`config.mk`:
```
export PLATFORM = sky130hd
export DESIGN_NAME = trvm_ctrl
export DESIGN_NICKNAME = d
export VERILOG_FILES = /design/src/rtl/core/trvm_pkg.sv /design/src/rtl/core/trvm_ctrl.sv
export SDC_FILE = /design/constraint.sdc
export NUM_CORES = 1
export LEC_CHECK = 0
export BUFFER_PORTS_ARGS = -buffer_cell sky130_fd_sc_hd__buf_2
export CORE_AREA = 2 2 39 41
export DETAILED_ROUTE_END_ITERATION = 12
export DIE_AREA = 0 0 41 43
export RECOVER_POWER = 25
export SETUP_SLACK_MARGIN = 0.3
export SYNTH_ARGS = -nofsm -noshare
export SYNTH_HDL_FRONTEND = slang
export SYNTH_SLANG_ARGS = --single-unit
```
`constraint.sdc`:
```
create_clock -name clk -period 1.6 [get_ports clk]
set_input_delay 0.16 -clock clk [delete_from_list [all_inputs] [get_ports clk]]
set_output_delay 0.16 -clock clk [all_outputs]
set_load 0.005 [all_outputs]
```
`src/rtl/core/trvm_pkg.sv`:
```
// ----------------------------------------------------------------------------
// trvm_pkg
// Shared types and opcode/status constants for the toy register machine.
// ----------------------------------------------------------------------------
`default_nettype none

package trvm_pkg;

    localparam logic [4:0] OP_MOV  = 5'd0;
    localparam logic [4:0] OP_ADD  = 5'd1;
    localparam logic [4:0] OP_SUB  = 5'd2;
    localparam logic [4:0] OP_MUL  = 5'd3;
    localparam logic [4:0] OP_DIV  = 5'd4;
    localparam logic [4:0] OP_INC  = 5'd5;
    localparam logic [4:0] OP_DEC  = 5'd6;
    localparam logic [4:0] OP_JZ   = 5'd7;
    localparam logic [4:0] OP_JNZ  = 5'd8;
    localparam logic [4:0] OP_JMP  = 5'd9;
    localparam logic [4:0] OP_CMP  = 5'd10;
    localparam logic [4:0] OP_NOP  = 5'd11;
    localparam logic [4:0] OP_PUSH = 5'd12;
    localparam logic [4:0] OP_POP  = 5'd13;
    localparam logic [4:0] OP_CALL = 5'd14;
    localparam logic [4:0] OP_RET  = 5'd15;
    localparam logic [4:0] OP_INT  = 5'd16;

    localparam logic [2:0] ST_OK        = 3'd0;
    localparam logic [2:0] ST_BAD_DEST  = 3'd1;
    localparam logic [2:0] ST_DIV_ZERO  = 3'd2;
    localparam logic [2:0] ST_OVERFLOW  = 3'd3;
    localparam logic [2:0] ST_UNDERFLOW = 3'd4;
    localparam logic [2:0] ST_BAD_INT   = 3'd5;

    localparam logic [31:0] HALT_INTERRUPT = 32'd8;

    typedef struct packed {
        logic [4:0]         command;
        logic               first_is_register;
        logic [1:0]         first_register;
        logic signed [31:0] first_immediate;
        logic               second_is_register;
        logic [1:0]         second_register;
        logic signed [31:0] second_immediate;
    } instr_t;

    typedef struct packed {
        logic [15:0]        next_pc;
        logic               zero_flag;
        logic signed [31:0] reg_ax;
        logic signed [31:0] reg_bx;
        logic signed [31:0] reg_cx;
        logic signed [31:0] reg_dx;
        logic [6:0]         stack_count;
        logic [2:0]         status;
        logic               halted;
    } result_t;

    // Controller to datapath.
    typedef struct packed {
        logic load;      // latch the instruction word
        logic exec;      // decode/execute; starts division or memory read
        logic div_step;  // one quotient bit
        logic commit;    // write back and form the result word
    } dp_cmd_t;

    // Datapath to controller.
    typedef struct packed {
        logic need_div;  // latched instruction is a valid divide
        logic need_pop;  // latched instruction reads the stack
        logic div_last;  // final quotient bit this cycle
    } dp_stat_t;

endpackage

`default_nettype wire

```
`src/rtl/core/trvm_ctrl.sv`:
```
// ----------------------------------------------------------------------------
// trvm_ctrl
// Sequencer: accept, execute, optional divide or stack read, commit, output.
// ----------------------------------------------------------------------------
`default_nettype none

module trvm_ctrl (
    input  wire logic               clk,
    input  wire logic               rst_n,
    input  wire logic               in_valid,
    output logic                    in_stall,
    output logic                    out_valid,
    input  wire logic               out_stall,
    output trvm_pkg::dp_cmd_t       cmd,
    input  wire trvm_pkg::dp_stat_t stat
);
    import trvm_pkg::*;

    localparam logic [2:0] S_IDLE = 3'd0;
    localparam logic [2:0] S_EXEC = 3'd1;
    localparam logic [2:0] S_DIV  = 3'd2;
    localparam logic [2:0] S_MEM  = 3'd3;
    localparam logic [2:0] S_COMM = 3'd4;

    logic [2:0] state_reg, state_next;
    logic       ovalid_reg, ovalid_next;

    // A new word may enter while the previous result waits, as long as its
    // commit cannot overwrite that result before it is taken.
    assign in_stall  = (state_reg != S_IDLE);
    assign out_valid = ovalid_reg;

    always_comb
    begin
        state_next  = state_reg;
        ovalid_next = ovalid_reg && out_stall;
        cmd         = '0;
        case (state_reg)
            S_IDLE:
            begin
                if (in_valid)
                begin
                    cmd.load   = 1'b1;
                    state_next = S_EXEC;
                end
            end
            S_EXEC:
            begin
                cmd.exec = 1'b1;
                if (stat.need_div)
                begin
                    state_next = S_DIV;
                end
                else if (stat.need_pop)
                begin
                    state_next = S_MEM;
                end
                else
                begin
                    state_next = S_COMM;
                end
            end
            S_DIV:
            begin
                cmd.div_step = 1'b1;
                if (stat.div_last)
                begin
                    state_next = S_COMM;
                end
            end
            S_MEM:
            begin
                state_next = S_COMM;
            end
            S_COMM:
            begin
                if (!ovalid_next)
                begin
                    cmd.commit  = 1'b1;
                    ovalid_next = 1'b1;
                    state_next  = S_IDLE;
                end
            end
            default:
            begin
                state_next = S_IDLE;
            end
        endcase
    end

    always_ff @(posedge clk or negedge rst_n)
    begin
        if (!rst_n)
        begin
            state_reg  <= S_IDLE;
            ovalid_reg <= 1'b0;
        end
        else
        begin
            state_reg  <= state_next;
            ovalid_reg <= ovalid_next;
        end
    end

endmodule

`default_nettype wire

```
* Yosys cells after proc, flatten, opt, wreduce, memory -nomap -nowiden *
Index checks and enable logic that the tools add are counted.

word-level totals
  input port bits = 7
  logic and storage cells = 26
  register bits = 4

cells by class
  reduce and logical (&&, ||, !) cells = 4
  muxes and demuxes = 13
  eq/ne operators = 7

operators by type and width
  operator              count
  $mux W3               5
  $pmux W3 S5           1
  $mux W1               7
  $eq A3 B2 Y1 const B  2
  $ne A2 B2 Y1 const B  3
  $eq A3 B1 Y1 const B  1
  $eq A3 B3 Y1 const B  1
  $logic_not A3 Y1      1
  $reduce_and A3 Y1     1
  $reduce_bool A3 Y1    1
  $logic_and A1 B1 Y1   1

* Depth between registers and ports, before layout *
  depth in word-level cells = 3
  mapped depth = 4
  depth with buffers taken out = 3

* Least setup slack after synthesis *
No wires, ideal clock.

  kind = register -> output
  start = register state_reg[2]
  end = output port cmd[3] (netlist bit)
  arrival time = 946 ps
  stages on the path, launching flop included = 3
  buffers on the path = 0
  slack = 494 ps
  path through = dfrtp_1 > or3_1 > nor2_1

RTL lines
  item                    RTL line          text
  from (decl)             trvm_ctrl.sv:25   logic [2:0] state_reg, state_next;
  from (signal assigned)  trvm_ctrl.sv:100  state_reg <= state_next;
  to (decl)               trvm_ctrl.sv:14   output trvm_pkg::dp_cmd_t cmd,

==> key figures <==
STA
  – Final period util: between 80 and 90%
  – Crit path time final: around 1.4 ns
  – Rel. slew slack: slightly below 90%
  – Fin. Hold Viols: 0
  – FMAX: 0.721 GHz
  – RSZ-0062 raised after global routing: true
  – Final Slew Violations: 0
  – Worst-Margin Slew: just over 0.2 ns
  – Final setup viols: 0
  – Fin Setup TNS: 0 ns
  – Clock Skews: approximately 0.0038 ns

Routing
  – Via count: between 200 and 250
  – Drt first pass iters: 2
  – Via density: 4.05
  – Detail Route Antenna Nets: 0
  – DRC Markers: 0
  – Post-Route WL: between 500 and 600 um
  – DR iter-0 viols: 1
  – Avg WL per Cell: ~9.5 um

Floorplanning
  – Core ar.: roughly 1400 um^2
  – Row Count: 14
  – DIE AREA: about 1800 um^2
  – Die H: 43 um
  – Die width: just over 40 um
  – IO Pins: 13
  – Initial Util: 16.2%

Power and ir drop
  – Net Sw Frac: between 30% and 40%
  – Net Switching: 0.230 mW
  – Clock power share: about a fifth
  – Combinational Power Share: between 50% and 60%
  – Peak supply drop: roughly 0.00035 V
  – PD cells: around 1700 nW/um^2
  – Design Power: 0.635 mW
  – Int Power: between 0.4 and 0.5 mW
  – Static Leak: 0.184 nW
  – Reg power frac: 27.9%

Cells and area
  – Most frequent cells in the layout: 11 x buf_2, 5 x nand2_1
  – Max reg flops: 3
  – Commonest non-fill, non-tap cell in the layout: buf_2
  – Filler cell count: 157
  – Area growth, synth to finish: 62.0%
  – Final instance area: roughly 360 um^2
  – Number of diodes: 0
  – Share of cells above drive strength 1: between 50% and 60%
  – Layout net count: 54

Clock network
  – Clk Latency, worst-skew pair: roughly 0.24 ns
  – CTS tree: yes
  – CTS Buffer Depth: 2
  – Clock Sinks: 4
  – CTS Buf Count: 3
  – Root buffer cell: clkbuf_4
  – H-tree depth: 1
  – Worst-path clk slew: about 0.040 ns

Worst setup path
  – Crit path launch type: register
  – RR Endpoint: state_reg[1]
  – Critical Path AT: between 1 and 1.5 ns
  – Slowest stage delay, CP: 0.42 ns
  – R2r worst-path depth: 3
  – Crit path from: state_reg[1]
  – Worst Setup Path Type: reg2out
  – R2R Setup Slk: approximately 0.45 ns
  – Crit path capture: cmd[3]
  – Critical Path RT: 1.44 ns
  – Critical-path maximum fanout: 4
  – Worst reg2reg startpoint: state_reg[1]
  – CP Cell Sequence: or3_4, nor2_2, buf_2
  – Critical path's slowest cell: dfrtp_2
  – WP depth: 3
  – Kind of end point of the critical path: output pin
  – Crit path max-delay family: simple AND/OR/NAND/NOR gates
  – CP Buf/Inv Count: 1

Synth
  – Post-synthesis register bit count: 4
  – Adder-cell share of the synthesized area: 0%
  – Syn Nets: 34
  – Cell Area, Synth: roughly 220 um^2
  – Synth Area in XOR/XNOR: 0%
  – Mux cell area share after synthesis: 0%
  – Synth unique cells: 14
  – Largest family of logic cells by synthesized area: simple AND/OR/NAND/NOR gates
  – Cells after Synth: 27
  – Simple-gate portion of the synthesized area: between 20 and 30%
  – Sequential element share of the synthesized area: approximately 45%
  – Mapped Avg Cell Area: just over 8 um^2
  – Post-synthesis compound-gate area fraction: about 18%
  – YS warnings: 0

Worst hold path
  – Worst hold path class: in2reg

GRT
  – Grt total ovfl: 0
  – Gr usage total: under 10%
  – Antenna violations before repair: 0
  – Largest net degree at the start of global routing: 7
  – Vias in the first global route: 263
  – First-pass GRT wire length: around 940 um

Place
  – Placer Congestion: ~0.74
  – I/O Buffers: 12
  – Placement Cell Area: between 200 and 300 um^2
  – HPWL after detailed placement: around 400 um

Flow run
  – Max Cap Violations: 0

Status
  – Outcome: completed
-- final cells by class --
class | instances | area (um^2) | share of cell area [%]
multi-input combinational | 20 | 118 | 32.4
sequential | 4 | 104 | 28.6
timing repair buffer | 16 | 91.3 | 25.2
clock buffer | 3 | 22.5 | 6.21
tap | 16 | 20.0 | 5.52
inverter | 2 | 7.51 | 2.07
-- cell families after synthesis --
group,after synthesis
compound gates,6
simple gates,14
flops,4
buf+inv,3
-- what timing repair did --
action	in CTS	in global routing
resized for setup	3	3
endpoints found under the hold margin	4	0
buffers inserted	3	0
setup endpoints to repair	3	5
pin swaps	0	2
hold buffers	1	0
-- how the worst min path moves through the flow --
stage	slack, ns	endpoint	start	cells after the start
global placement	-0.03	state_reg[0]	rst_n	1
global route	0.21	out_valid	out_stall	3
CTS	0.16	out_valid	out_stall	3
floorplan	-0.14	out_valid	rst_n	0
finish	0.17	out_valid	out_stall	3
detailed placement	-0.03	state_reg[0]	rst_n	1
-- through the flow --
stage / setup slack (ns) / utilization [%] / hold WS [ns] / instances
CTS: 0.221 / 25.4 / 0.163 / 61
global placement: 0.429 / 21.2 / -0.0329 / 54
finish: 0.214 / 26.2 / 0.167 / 61
floorplan: 0.494 / - / -0.136 / 27
detailed placement: 0.410 / 21.2 / -0.0334 / 54
global route: 0.163 / 26.2 / 0.208 / 61
-- layer usage --
metal	up-vias	routed length, um	track usage (%)	share of wire (%)
li1	127	-	-	-
met1	116	212	8.17	36
met2	4	360	12.2	62
met3	0	9	1.57	1.5
met4	0	0	12.0	0
met5	-	0	0	0
-- power by group through the flow --
stage	Clock [mW]	Combinational (mW)	Sequential (mW)
floorplan	0	0.162	0.181
global placement	0	0.208	0.207
detailed placement	0	0.209	0.209
CTS	0.130	0.299	0.175
global route	0.144	0.364	0.182
finish	0.128	0.329	0.177
-- cell usage after synthesis --
| library cell | instances | area share [%] |
|---|---|---|
| inv_1 | 1 | 1.7 |
| nor2_1 | 4 | 6.7 |
| buf_6 | 1 | 5.0 |
| nor3_1 | 2 | 4.5 |
| dfrtp_1 | 4 | 45 |
| o22ai_1 | 1 | 2.8 |
| nor3b_1 | 1 | 3.4 |
| nand2_1 | 5 | 8.4 |
| inv_2 | 1 | 1.7 |
| a2bb2oi_1 | 1 | 3.9 |
| or3_1 | 2 | 5.6 |
| a21oi_2 | 1 | 3.9 |
| a21oi_1 | 2 | 4.5 |
| o21a_1 | 1 | 3.4 |
-- worst min-delay path, delay by kind of cell --
kind	cells	cell delay [ns]
buffers and inverters	1	0.09
and+or+nand+nor	2	0.12
Power figures use the tool's default switching activity.
