==> config.mk <==
export PLATFORM = sky130hd
export DESIGN_NAME = trvm_dp
export DESIGN_NICKNAME = d
export VERILOG_FILES = /design/src/rtl/core/trvm_pkg.sv /design/src/rtl/core/trvm_ram.sv /design/src/rtl/core/trvm_dp.sv
export SDC_FILE = /design/constraint.sdc
export NUM_CORES = 2
export LEC_CHECK = 0
export BUFFER_PORTS_ARGS = -buffer_cell sky130_fd_sc_hd__buf_2
export CAP_MARGIN = 10
export CELL_PAD_IN_SITES_DETAIL_PLACEMENT = 0
export CELL_PAD_IN_SITES_GLOBAL_PLACEMENT = 2
export CORE_MARGIN = 2
export CORE_UTILIZATION = 40
export DETAILED_ROUTE_END_ITERATION = 6
export PLACE_DENSITY = 0.73
export SLEW_MARGIN = 10
export SYNTH_ARGS = -nofsm -noshare
export SYNTH_HDL_FRONTEND = slang
export SYNTH_SLANG_ARGS = --single-unit
==> constraint.sdc <==
create_clock -name clk -period 8.91 [get_ports clk]
set_input_delay 0.4455 -clock clk [delete_from_list [all_inputs] [get_ports clk]]
set_output_delay 0.4455 -clock clk [all_outputs]
set_load 0.1 [all_outputs]
==> src/rtl/core/trvm_pkg.sv <==
// ----------------------------------------------------------------------------
// trvm_pkg
// Shared types and opcode/status constants for the toy register machine.
// ----------------------------------------------------------------------------
`default_nettype none

package trvm_pkg;

    localparam logic [4:0] OP_MOV  = 5'd0;
    localparam logic [4:0] OP_ADD  = 5'd1;
    localparam logic [4:0] OP_SUB  = 5'd2;
    localparam logic [4:0] OP_MUL  = 5'd3;
    localparam logic [4:0] OP_DIV  = 5'd4;
    localparam logic [4:0] OP_INC  = 5'd5;
    localparam logic [4:0] OP_DEC  = 5'd6;
    localparam logic [4:0] OP_JZ   = 5'd7;
    localparam logic [4:0] OP_JNZ  = 5'd8;
    localparam logic [4:0] OP_JMP  = 5'd9;
    localparam logic [4:0] OP_CMP  = 5'd10;
    localparam logic [4:0] OP_NOP  = 5'd11;
    localparam logic [4:0] OP_PUSH = 5'd12;
    localparam logic [4:0] OP_POP  = 5'd13;
    localparam logic [4:0] OP_CALL = 5'd14;
    localparam logic [4:0] OP_RET  = 5'd15;
    localparam logic [4:0] OP_INT  = 5'd16;

    localparam logic [2:0] ST_OK        = 3'd0;
    localparam logic [2:0] ST_BAD_DEST  = 3'd1;
    localparam logic [2:0] ST_DIV_ZERO  = 3'd2;
    localparam logic [2:0] ST_OVERFLOW  = 3'd3;
    localparam logic [2:0] ST_UNDERFLOW = 3'd4;
    localparam logic [2:0] ST_BAD_INT   = 3'd5;

    localparam logic [31:0] HALT_INTERRUPT = 32'd8;

    typedef struct packed {
        logic [4:0]         command;
        logic               first_is_register;
        logic [1:0]         first_register;
        logic signed [31:0] first_immediate;
        logic               second_is_register;
        logic [1:0]         second_register;
        logic signed [31:0] second_immediate;
    } instr_t;

    typedef struct packed {
        logic [15:0]        next_pc;
        logic               zero_flag;
        logic signed [31:0] reg_ax;
        logic signed [31:0] reg_bx;
        logic signed [31:0] reg_cx;
        logic signed [31:0] reg_dx;
        logic [6:0]         stack_count;
        logic [2:0]         status;
        logic               halted;
    } result_t;

    // Controller to datapath.
    typedef struct packed {
        logic load;      // latch the instruction word
        logic exec;      // decode/execute; starts division or memory read
        logic div_step;  // one quotient bit
        logic commit;    // write back and form the result word
    } dp_cmd_t;

    // Datapath to controller.
    typedef struct packed {
        logic need_div;  // latched instruction is a valid divide
        logic need_pop;  // latched instruction reads the stack
        logic div_last;  // final quotient bit this cycle
    } dp_stat_t;

endpackage

`default_nettype wire

==> src/rtl/core/trvm_ram.sv <==
// ----------------------------------------------------------------------------
// trvm_ram
// Generic single-port-write, single-read RAM with registered read data.
// ----------------------------------------------------------------------------
`default_nettype none

module trvm_ram #(
    parameter int WIDTH = 32,
    parameter int DEPTH = 64
) (
    input  wire logic                     clk,
    input  wire logic                     we,
    input  wire logic [$clog2(DEPTH)-1:0] waddr,
    input  wire logic [WIDTH-1:0]         wdata,
    input  wire logic [$clog2(DEPTH)-1:0] raddr,
    output logic      [WIDTH-1:0]         rdata
);

    logic [WIDTH-1:0] mem [DEPTH];

    always_ff @(posedge clk)
    begin
        if (we)
        begin
            mem[waddr] <= wdata;
        end
        rdata <= mem[raddr];
    end

endmodule

`default_nettype wire

==> src/rtl/core/trvm_dp.sv <==
// ----------------------------------------------------------------------------
// trvm_dp
// Architectural state, ALU, radix-2 divider and stack for the machine.
// ----------------------------------------------------------------------------
`default_nettype none

module trvm_dp #(
    parameter int STACK_DEPTH = 64,
    parameter int PC_WIDTH    = 16
) (
    input  wire logic               clk,
    input  wire logic               rst_n,
    input  wire trvm_pkg::instr_t   instr,
    input  wire trvm_pkg::dp_cmd_t  cmd,
    output trvm_pkg::dp_stat_t      stat,
    output trvm_pkg::result_t       result
);
    import trvm_pkg::*;

    localparam int AW = $clog2(STACK_DEPTH);
    localparam int SW = $clog2(STACK_DEPTH + 1);

    // Architectural state.
    logic [PC_WIDTH-1:0] pc_reg, pc_next;
    logic [31:0]         gpr_reg [4];
    logic [31:0]         gpr_next [4];
    logic                zf_reg, zf_next;
    logic [SW-1:0]       sp_reg, sp_next;
    logic                halt_reg, halt_next;

    // Per-item working registers.
    instr_t              ins_reg;
    logic [31:0]         v1_reg, v2_reg;
    logic [2:0]          st_next;
    logic [31:0]         res_reg;     // value for write back
    logic [31:0]         rem_reg, quo_reg, dvs_reg;
    logic [5:0]          dcnt_reg;
    logic                qneg_reg;
    result_t             out_reg;

    // Stack memory.
    logic                mem_we;
    logic [AW-1:0]       mem_waddr, mem_raddr;
    logic [31:0]         mem_wdata, mem_rdata;

    trvm_ram #(.WIDTH(32), .DEPTH(STACK_DEPTH)) u_stack (
        .clk   (clk),
        .we    (mem_we),
        .waddr (mem_waddr),
        .wdata (mem_wdata),
        .raddr (mem_raddr),
        .rdata (mem_rdata)
    );

    logic        full, empty;
    logic [31:0] a_abs, b_abs;
    logic [32:0] trial;
    logic [31:0] rem_sh;

    assign full  = (sp_reg >= SW'(STACK_DEPTH));
    assign empty = (sp_reg == '0);
    assign a_abs = gpr_reg[0][31] ? (32'd0 - gpr_reg[0]) : gpr_reg[0];
    assign b_abs = v1_reg[31] ? (32'd0 - v1_reg) : v1_reg;

    // One restoring step: shift in next dividend bit from quo_reg.
    assign rem_sh = {rem_reg[30:0], quo_reg[31]};
    assign trial  = {1'b0, rem_sh} - {1'b0, dvs_reg};

    assign stat.need_div = (ins_reg.command == OP_DIV) && (v1_reg != '0);
    assign stat.need_pop = ((ins_reg.command == OP_POP) || (ins_reg.command == OP_RET))
                           && !empty && !halt_reg;
    assign stat.div_last = (dcnt_reg == 6'd31);

    assign mem_raddr = AW'(sp_reg - SW'(1));
    assign mem_waddr = sp_reg[AW-1:0];
    assign mem_wdata = (ins_reg.command == OP_PUSH) ? v1_reg : 32'(pc_reg);

    // Operand fetch at load.
    always_ff @(posedge clk)
    begin
        if (cmd.load)
        begin
            ins_reg <= instr;
            v1_reg  <= instr.first_is_register ? gpr_reg[instr.first_register]
                                               : instr.first_immediate;
            v2_reg  <= instr.second_is_register ? gpr_reg[instr.second_register]
                                                : instr.second_immediate;
        end
        if (cmd.exec)
        begin
            // Multiply runs here; one 32x32 product, registered.
            res_reg  <= gpr_reg[0] * v1_reg;
            rem_reg  <= '0;
            quo_reg  <= a_abs;
            dvs_reg  <= b_abs;
            dcnt_reg <= '0;
            qneg_reg <= gpr_reg[0][31] ^ v1_reg[31];
        end
        if (cmd.div_step)
        begin
            dcnt_reg <= dcnt_reg + 6'd1;
            if (!trial[32])
            begin
                rem_reg <= trial[31:0];
                quo_reg <= {quo_reg[30:0], 1'b1};
            end
            else
            begin
                rem_reg <= rem_sh;
                quo_reg <= {quo_reg[30:0], 1'b0};
            end
        end
        if (cmd.commit)
        begin
            out_reg <= result_next();
        end
    end

    assign mem_we = cmd.exec && !halt_reg && !full &&
                    ((ins_reg.command == OP_PUSH) || (ins_reg.command == OP_CALL));

    // Next-state computation for commit.
    always_comb
    begin
        logic [31:0]         wv;
        logic [PC_WIDTH-1:0] npc;
        logic [PC_WIDTH-1:0] tgt;
        wv        = '0;
        tgt       = ins_reg.first_immediate[PC_WIDTH-1:0];
        npc       = pc_reg + PC_WIDTH'(1);
        st_next   = ST_OK;
        pc_next   = pc_reg;
        zf_next   = zf_reg;
        sp_next   = sp_reg;
        halt_next = halt_reg;
        for (int i = 0; i < 4; i++)
        begin
            gpr_next[i] = gpr_reg[i];
        end
        if (!halt_reg)
        begin
            case (ins_reg.command)
                OP_MOV:
                begin
                    if (!ins_reg.first_is_register) st_next = ST_BAD_DEST;
                    else gpr_next[ins_reg.first_register] = v2_reg;
                end
                OP_ADD, OP_SUB, OP_MUL:
                begin
                    if (ins_reg.command == OP_ADD) wv = gpr_reg[0] + v1_reg;
                    else if (ins_reg.command == OP_SUB) wv = gpr_reg[0] - v1_reg;
                    else wv = res_reg;
                    gpr_next[0] = wv;
                    zf_next     = (wv == '0);
                end
                OP_DIV:
                begin
                    if (v1_reg == '0) st_next = ST_DIV_ZERO;
                    else
                    begin
                        wv          = qneg_reg ? (32'd0 - quo_reg) : quo_reg;
                        gpr_next[0] = wv;
                        zf_next     = (wv == '0);
                    end
                end
                OP_INC, OP_DEC:
                begin
                    if (!ins_reg.first_is_register) st_next = ST_BAD_DEST;
                    else
                    begin
                        wv = gpr_reg[ins_reg.first_register] +
                             ((ins_reg.command == OP_INC) ? 32'd1 : 32'hFFFF_FFFF);
                        gpr_next[ins_reg.first_register] = wv;
                        zf_next = (wv == '0);
                    end
                end
                OP_JZ:  if (zf_reg) npc = tgt;
                OP_JNZ: if (!zf_reg) npc = tgt;
                OP_JMP: npc = tgt;
                OP_CMP: zf_next = (v1_reg == v2_reg);
                OP_PUSH, OP_CALL:
                begin
                    if (full) st_next = ST_OVERFLOW;
                    else
                    begin
                        sp_next = sp_reg + SW'(1);
                        if (ins_reg.command == OP_CALL) npc = tgt;
                    end
                end
                OP_POP, OP_RET:
                begin
                    if (empty) st_next = ST_UNDERFLOW;
                    else
                    begin
                        sp_next = sp_reg - SW'(1);
                        if (ins_reg.command == OP_RET)
                            npc = mem_rdata[PC_WIDTH-1:0] + PC_WIDTH'(1);
                        else if (ins_reg.first_is_register)
                            gpr_next[ins_reg.first_register] = mem_rdata;
                    end
                end
                OP_INT:
                begin
                    if (ins_reg.first_immediate == HALT_INTERRUPT) halt_next = 1'b1;
                    else st_next = ST_BAD_INT;
                end
                default: ;
            endcase
            if (st_next == ST_OK) pc_next = npc;
            else
            begin
                for (int i = 0; i < 4; i++) gpr_next[i] = gpr_reg[i];
                zf_next   = zf_reg;
                sp_next   = sp_reg;
            end
        end
    end

    function automatic result_t result_next();
        result_t r;
        r.next_pc     = 16'(pc_next);
        r.zero_flag   = zf_next;
        r.reg_ax      = gpr_next[0];
        r.reg_bx      = gpr_next[1];
        r.reg_cx      = gpr_next[2];
        r.reg_dx      = gpr_next[3];
        r.stack_count = 7'(sp_next);
        r.status      = st_next;
        r.halted      = halt_next;
        return r;
    endfunction

    always_ff @(posedge clk or negedge rst_n)
    begin
        if (!rst_n)
        begin
            pc_reg   <= '0;
            zf_reg   <= 1'b0;
            sp_reg   <= '0;
            halt_reg <= 1'b0;
            for (int i = 0; i < 4; i++) gpr_reg[i] <= '0;
        end
        else if (cmd.commit)
        begin
            pc_reg   <= pc_next;
            zf_reg   <= zf_next;
            sp_reg   <= sp_next;
            halt_reg <= halt_next;
            for (int i = 0; i < 4; i++) gpr_reg[i] <= gpr_next[i];
        end
    end

    assign result = out_reg;

endmodule

`default_nettype wire

==> Word level (Yosys, flattened, before mapping) <==
Memories as Yosys holds them, arrays and structs flattened. A register that Yosys moved wholly into a read port is not among the register bits.
Index checks and enable logic that the tools add are counted.
Widths: inputs -> output; s select.
{ "op_classes": {"n_mul": 1, "muxes": 74, "magnitude_cmp": 5, "bitwise": 4, "div_mod_pow": 0, "addsub": 12, "reduce_logical": 26, "shift": 0, "eq_ne": 18} }
{ "ops": {"columns": ["operator", "n"], "rows": [
  ["$mux 128", 7],
  ["$mux 32", 20],
  ["$bwmux 128", 3],
  ["$pmux 96 s3", 1],
  ["$bmux 32 s2", 3],
  ["$pmux 32 s5", 1],
  ["$logic_not 32->1", 4],
  ["$mux 16", 8],
  ["$mux 31", 4],
  ["$sub 1x32->32 const A", 3],
  ["$pmux 16 s5", 1],
  ["$add 32x32->32", 2],
  ["$demux 32 s2", 1],
  ["$eq 5x4->1 const B", 7],
  ["$sub 32x32->33", 1],
  ["$add 16x1->16 const B", 2],
  ["$eq 32x32->1", 1],
  ["$eq 32x4->1 const B", 1],
  ["$mul 32x32->32", 1],
  ["$reduce_bool 32->1", 1],
  ["$sub 32x32->32", 1],
  ["$mux 7", 4],
  ["$eq 5x3->1 const B", 4],
  ["$pmux 3 s5", 1],
  ["other kinds (27)", 58]
]} }
{ "totals": {"latchBits": 0, "regBits": 547, "mem_bits_rw": 2048, "mem_count": 1, "word_cells": 171, "mem_bits_ro": 0, "output_inout_bits": 159, "inputBits": 81} }
{ "mem_list": {"columns": ["memory", "words", "word_bits", "rd", "rd_ports_with_merged_regs", "wr", "line_no", "source"], "rows": [
  ["u_stack.mem", 64, 32, 1, 1, 1, "trvm_ram.sv:19", "logic [WIDTH-1:0] mem [DEPTH];"]
]} }

==> Logic depth before layout (Yosys ltp) <==
{ "logic_depth": {"ltp_word": 12, "mapped_depth": 29, "mapped_depth_nobuf": 27} }

==> Cells and area by module <==
From an unflattened synthesis, not the netlist that was laid out.
{ "unflattened": {"hier_cells": 9159, "hier_area_um2": 133252.8} }
{ "modules_own_cells": {"columns": ["mod", "cells_each", "area_each_um2", "seq_area_each_um2", "n_inst"], "rows": [
  ["trvm_ram", 3324, 78515.3, 62139.6, 1],
  ["trvm_dp", 5835, 54737.5, 15660.0, 1]
]} }

==> Least setup slack after synthesis <==
OpenSTA, ideal clock, no wires.
{ "synth_timing": {"path_type": "flip-flop to flip-flop", "startpoint": "register gpr_reg[109] in the netlist's numbering", "endpoint": "register res_reg[30] (data pin)", "stages_incl_launch_ff": 26, "period_less_slack_ns": 7.357, "t_required_ns": 8.652, "t_arrival_ns": 7.099, "setup_ns": 0.258, "path_buffers": 3, "path_slack_ns": 1.553, "cell_sequence": "dfrtp_1 -> clkbuf_1 -> clkbuf_1 -> clkbuf_1 -> nand2_1 -> fa_1 -> fa_1 -> inv_1 -> fa_1 -> inv_1 -> fa_1 -> fa_1 -> fa_1 -> inv_1 -> fa_1 -> fa_1 -> ha_1 -> or3_1 -> a211oi_1 -> o31ai_1 -> o41ai_1 -> o21bai_1 -> a21oi_1 -> o21bai_1 -> a21oi_1 -> xnor2_1"} }
{ "synth_between": {"elab_chain_len": 1} }
{ "synth_rtl": {"columns": ["item", "line_no", "source"], "rows": [
  ["from (decl)", "trvm_dp.sv:25", "logic [31:0] gpr_reg [4];"],
  ["$mul 32x32->32", "trvm_dp.sv:92", "res_reg <= gpr_reg[0] * v1_reg;"],
  ["to (signal assigned)", "trvm_dp.sv:92", null],
  ["to (decl)", "trvm_dp.sv:35", "logic [31:0] res_reg;"]
]} }
No other way between the ends.
A chain may end at the register's enable or synchronous reset.

==> Final worst setup path <==
{ "layout_timing": {"startpoint": "register v1_reg[6]", "endpoint": "register res_reg[31] (data pin)"} }
{ "layout_between": {"elab_chain_len": 1} }
{ "layout_rtl": {"columns": ["item", "line_no", "source"], "rows": [
  ["from (decl)", "trvm_dp.sv:33", "logic [31:0] v1_reg, v2_reg;"],
  ["from (signal assigned)", "trvm_dp.sv:84", "v1_reg <= instr.first_is_register ? gpr_reg[instr.first_register]"],
  ["$mul 32x32->32", "trvm_dp.sv:92", null]
]} }
No other way between the ends.

==> impl.org <==
** Outcome
- The flow ran to the end, and the final reports show no timing, DRC or antenna violations.

** Yosys
- For this run, the register share of the synthesized area comes to between 50% and 60%.
- Averaged over all synthesized cells, the footprint is between 15 and 20 µm².
- Fraction of registers with async set or reset after synthesis :: ~5.8%
- Synthesis instantiated 99 different standard cells from the library.
- Synthesis produced a netlist with a net count of 9,580.
- edfxtp_1 is the most common cell in the netlist.
- Fraction of synthesized cell area taken by the top area cell type :: a little under three fifths
- The synthesized netlist occupies a cell area of roughly 130,000 µm².
- Among all flip-flop cells after synthesis, the most frequent one is edfxtp_1.
- After technology mapping, the gate count stands at 8,829.
- Most area-consuming cells after synthesis :: edfxtp_1 55%, mux4_2 12%, fa_1 6.2%
- In the synthesized netlist, the cells that appear most often are 2,442 x edfxtp_1, 763 x nand2_1, 736 x mux4_2.
- Synthesis warning total :: 0
- Number of flops mapped to enable cells by yosys :: about 2,400
- FF+latch count, synth :: around 2,600
- Dominant cell type by area after synthesis :: edfxtp_1

** Pwr
- Leakage power of the design :: 0.0531 µW
- Dividing total power by cell area gives a power density of around 350 nW/µm².
- Highest ir drop seen on vdd :: just over 0.6 mV

** Hold path
- In this run the worst hold path is classified as input pin to async pin.

** Critical path
- Crit path capture :: res_reg[31]
- Data arrives at the worst endpoint at about 9.0 ns.
- Biggest fanout along the worst timing path :: 17
- The critical path is of the flip-flop to flip-flop type.
- Setup slack on the worst reg-to-reg path comes out at 0.60 ns.
- STA puts the critical path data required time at roughly 9.6 ns.
- Beginning of the critical path :: v1_reg[6]
- Reg-to-Reg End :: res_reg[31]
- Measured in cells, the most critical reg-to-reg path has a length of 21.
- The worst setup path is launched from a flip-flop.
- The worst register-to-register path begins at v1_reg[6].
- STA classifies the critical path endpoint as a flip-flop.

** Layout
- Flip-flop count of the largest register after layout :: 2,048
- The filler cells instantiated in the layout total just under 30,000.
- After the last flow step, the layout net total stands at roughly 10,000.
- Share of final-layout standard cells stronger than drive strength 1 :: between 20% and 30%
- The area growth from synthesis to layout is 13.3%.
- Excluding fillers, the count of instances in the completed layout stands at around 14,000.
- Final instance area :: about 150,000 µm²

** Routing
- Drt initial violations :: roughly 10,000
- Post-detailed-route wirelength per cell :: 34.4 µm
- Drc violations :: 0
- Summing over every cut layer, the via total after detailed routing is roughly 83,000.
- Total wire length after detailed routing :: 475,000 µm
- Once detail routing completed, the nets flagged for antenna violations numbered 0.
- The pre-antenna-repair detailed-routing pass consisted of 6 iterations.
- Via-to-Cell Ratio :: ~6.0

** Clocking
- Worst-path clk slew :: approximately 0.08 ns
- Clock latency on the worst-skew pair, taken at its later pin, is around 0.91 ns.
- Clock root cell :: clkbuf_16
- Clock tree from TritonCTS :: done
- Buffers from clock root to sink, at most :: 4
- H-tree depth reported by CTS :: 5
- For this design, the sink count on the clock tree is around 2,600.
- Clock tree synthesis inserted a total of 291 buffers.

** Timing
- Setup repair after global routing left no endpoint under its margin.
- Max-slew headroom at the worst pin :: under 10%
- Setup total negative slack on the finished layout was measured at 0 ns.
- The number of max-slew violations in the final report is 0.
- Actual slew at the worst max-slew pin :: 1.36 ns
- The final count of hold timing violations came to 0.
- Number of setup violations in the final report :: 0
- Period minus WS final :: between 8 and 9 ns
- After layout, the worst path uses 93.3% of the clock period.
- Clock Skews :: ~0.073 ns
- Derived from the worst setup path, the maximum achievable clock frequency is ~120 MHz.

** Global routing
- Entering global routing, the biggest net connects 96 pins.
- The initial antenna violation count was 33.
- Total global routing track utilization :: 27.9%
- The number of global-route vias before repair was roughly 83,000.
- Global-route wire length before repair :: approximately 660,000 µm
- Global-route congestion overflow total :: 0

** Place
- Final weighted congestion in routability-driven placement :: between 0.9 and 1
- Placed standard-cell area :: ~140,000 µm²
- Detailed placement ended at an HPWL of 316,000 µm.
- I/O Buffers :: 239
- Including well taps, the total number of placed cells is 13,200.

** Die
- Core Box Area :: 331,000 µm²
- The die is slightly below 600 µm tall.
- Die extent in x :: 580 µm
- Number of placement rows :: between 200 and 250
- Floorplan die area :: 337,000 µm²
- During I/O placement, the number of pins put on the boundary was 240.
- The initial utilization of the core area, before any placement, comes to between 40% and 50%.

** Flow run
- Max-cap violations in this run came to 0.
[what timing repair did]
item	CTS	global route
resized for setup	0	0
hold buffers	73	0
setup buffers	0	0
endpoints found under the hold margin	217	0
endpoints found under the setup margin	0	0
[worst max-delay path: stages, from the launching register on]
cell	delay, ns
edfxtp_1	0.81
ha_1	0.50
fa_1	0.50
fa_1	0.53
inv_1	0.06
fa_1	0.47
fa_1	0.49
inv_1	0.04
ha_1	0.26
ha_1	0.29
fa_1	0.50
fa_1	0.42
ha_1	0.38
nand3_1	0.13
o31ai_1	0.62
a211oi_1	0.26
o31ai_1	0.57
a21oi_1	0.20
o21ai_0	0.61
a211oi_1	0.17
o21bai_1	0.19
xnor2_1	0.08
[area by class of cell]
class	count	area (µm²)	share of cell area, %
Sequential cell	2627	77800	51.7
Clock inverter	154	1410	0.933
Timing Repair Buffer	642	4510	2.99
Inverter	527	1980	1.31
Tap cell	4366	5460	3.63
Antenna cell	9	22.5	0.0150
Multi-Input combinational cell	5115	51700	34.3
Clock buffer	360	7720	5.12
[logic make-up (layout without fill, tap and decap cells)]
family                     after synthesis  after routing  synth area share, %
buffers and inverters                 1087           1683                 3.12
muxes                                 1056           1056                 15.1
DFF                                   2627           2627                 58.5
and+or+nand+nor                       1825           1825                 6.44
other                                    0              9                    0
adders and majority gates              670            670                 8.63
xor gates and xnor gates               296            296                 1.95
AOI/OAI and AO/OA                     1268           1268                 6.26
[through the flow]
stage	total power, µW	hold slack (ns)	setup WS (ns)	utilization [%]
floorplan	31700	0.150	1.55	-
global placement	40400	0.496	0.671	42.6
detailed placement	40600	0.503	0.542	42.6
CTS	52400	0.0944	0.554	45.6
global route	54600	0.147	0.228	45.6
finish	52200	0.121	0.600	45.6
[worst min path at each step]
stage	start	end	slack, ns
after floorplan	rst_n	gpr_reg[0]	0.15
after global placement	rst_n	gpr_reg[41]	0.50
after detailed placement	rst_n	gpr_reg[78]	0.50
after CTS	rst_n	gpr_reg[78]	0.09
after global routing	rst_n	gpr_reg[9]	0.15
final	rst_n	gpr_reg[43]	0.12
[power breakdown]
group | leakage (µW) | internal [µW] | switching, µW | total (µW)
logic | 0.0235 | 9500 | 14700 | 24200
clock network | 0.00442 | 6770 | 5000 | 11800
registers | 0.0251 | 15100 | 1180 | 16200
total | 0.0531 | 31300 | 20900 | 52200
[cells in the final DEF (no fill, tap or decap), drive strengths merged, types with 34 or more instances in the layout]
master	instances
edfxtp	2442
nand2	763
mux4	736
buf	568
inv	541
fa	412
clkbuf	361
nor2	361
o21ai	323
a21oi	302
and2	270
ha	258
mux2	208
xnor2	202
dfrtp	153
mux2i	112
clkinv	100
xor2	94
nand3	85
dlygate4sd3	73
a31oi	62
o22ai	62
a21o	54
a211oi	54
o31ai	53
a22o	51
nor3	51
nor4	43
or3	37
nand4	36
and3	36
nor2b	34
[layer usage]
metal	track usage, %	vias up	share of wire (%)
met5	0	-	0.012
met2	44.5	4219	47
met4	14.4	8	6.2
met3	4.50	937	7.9
met1	36.9	43800	39
li1	-	34300	-
No activity file was read; power rests on OpenSTA's default activity.
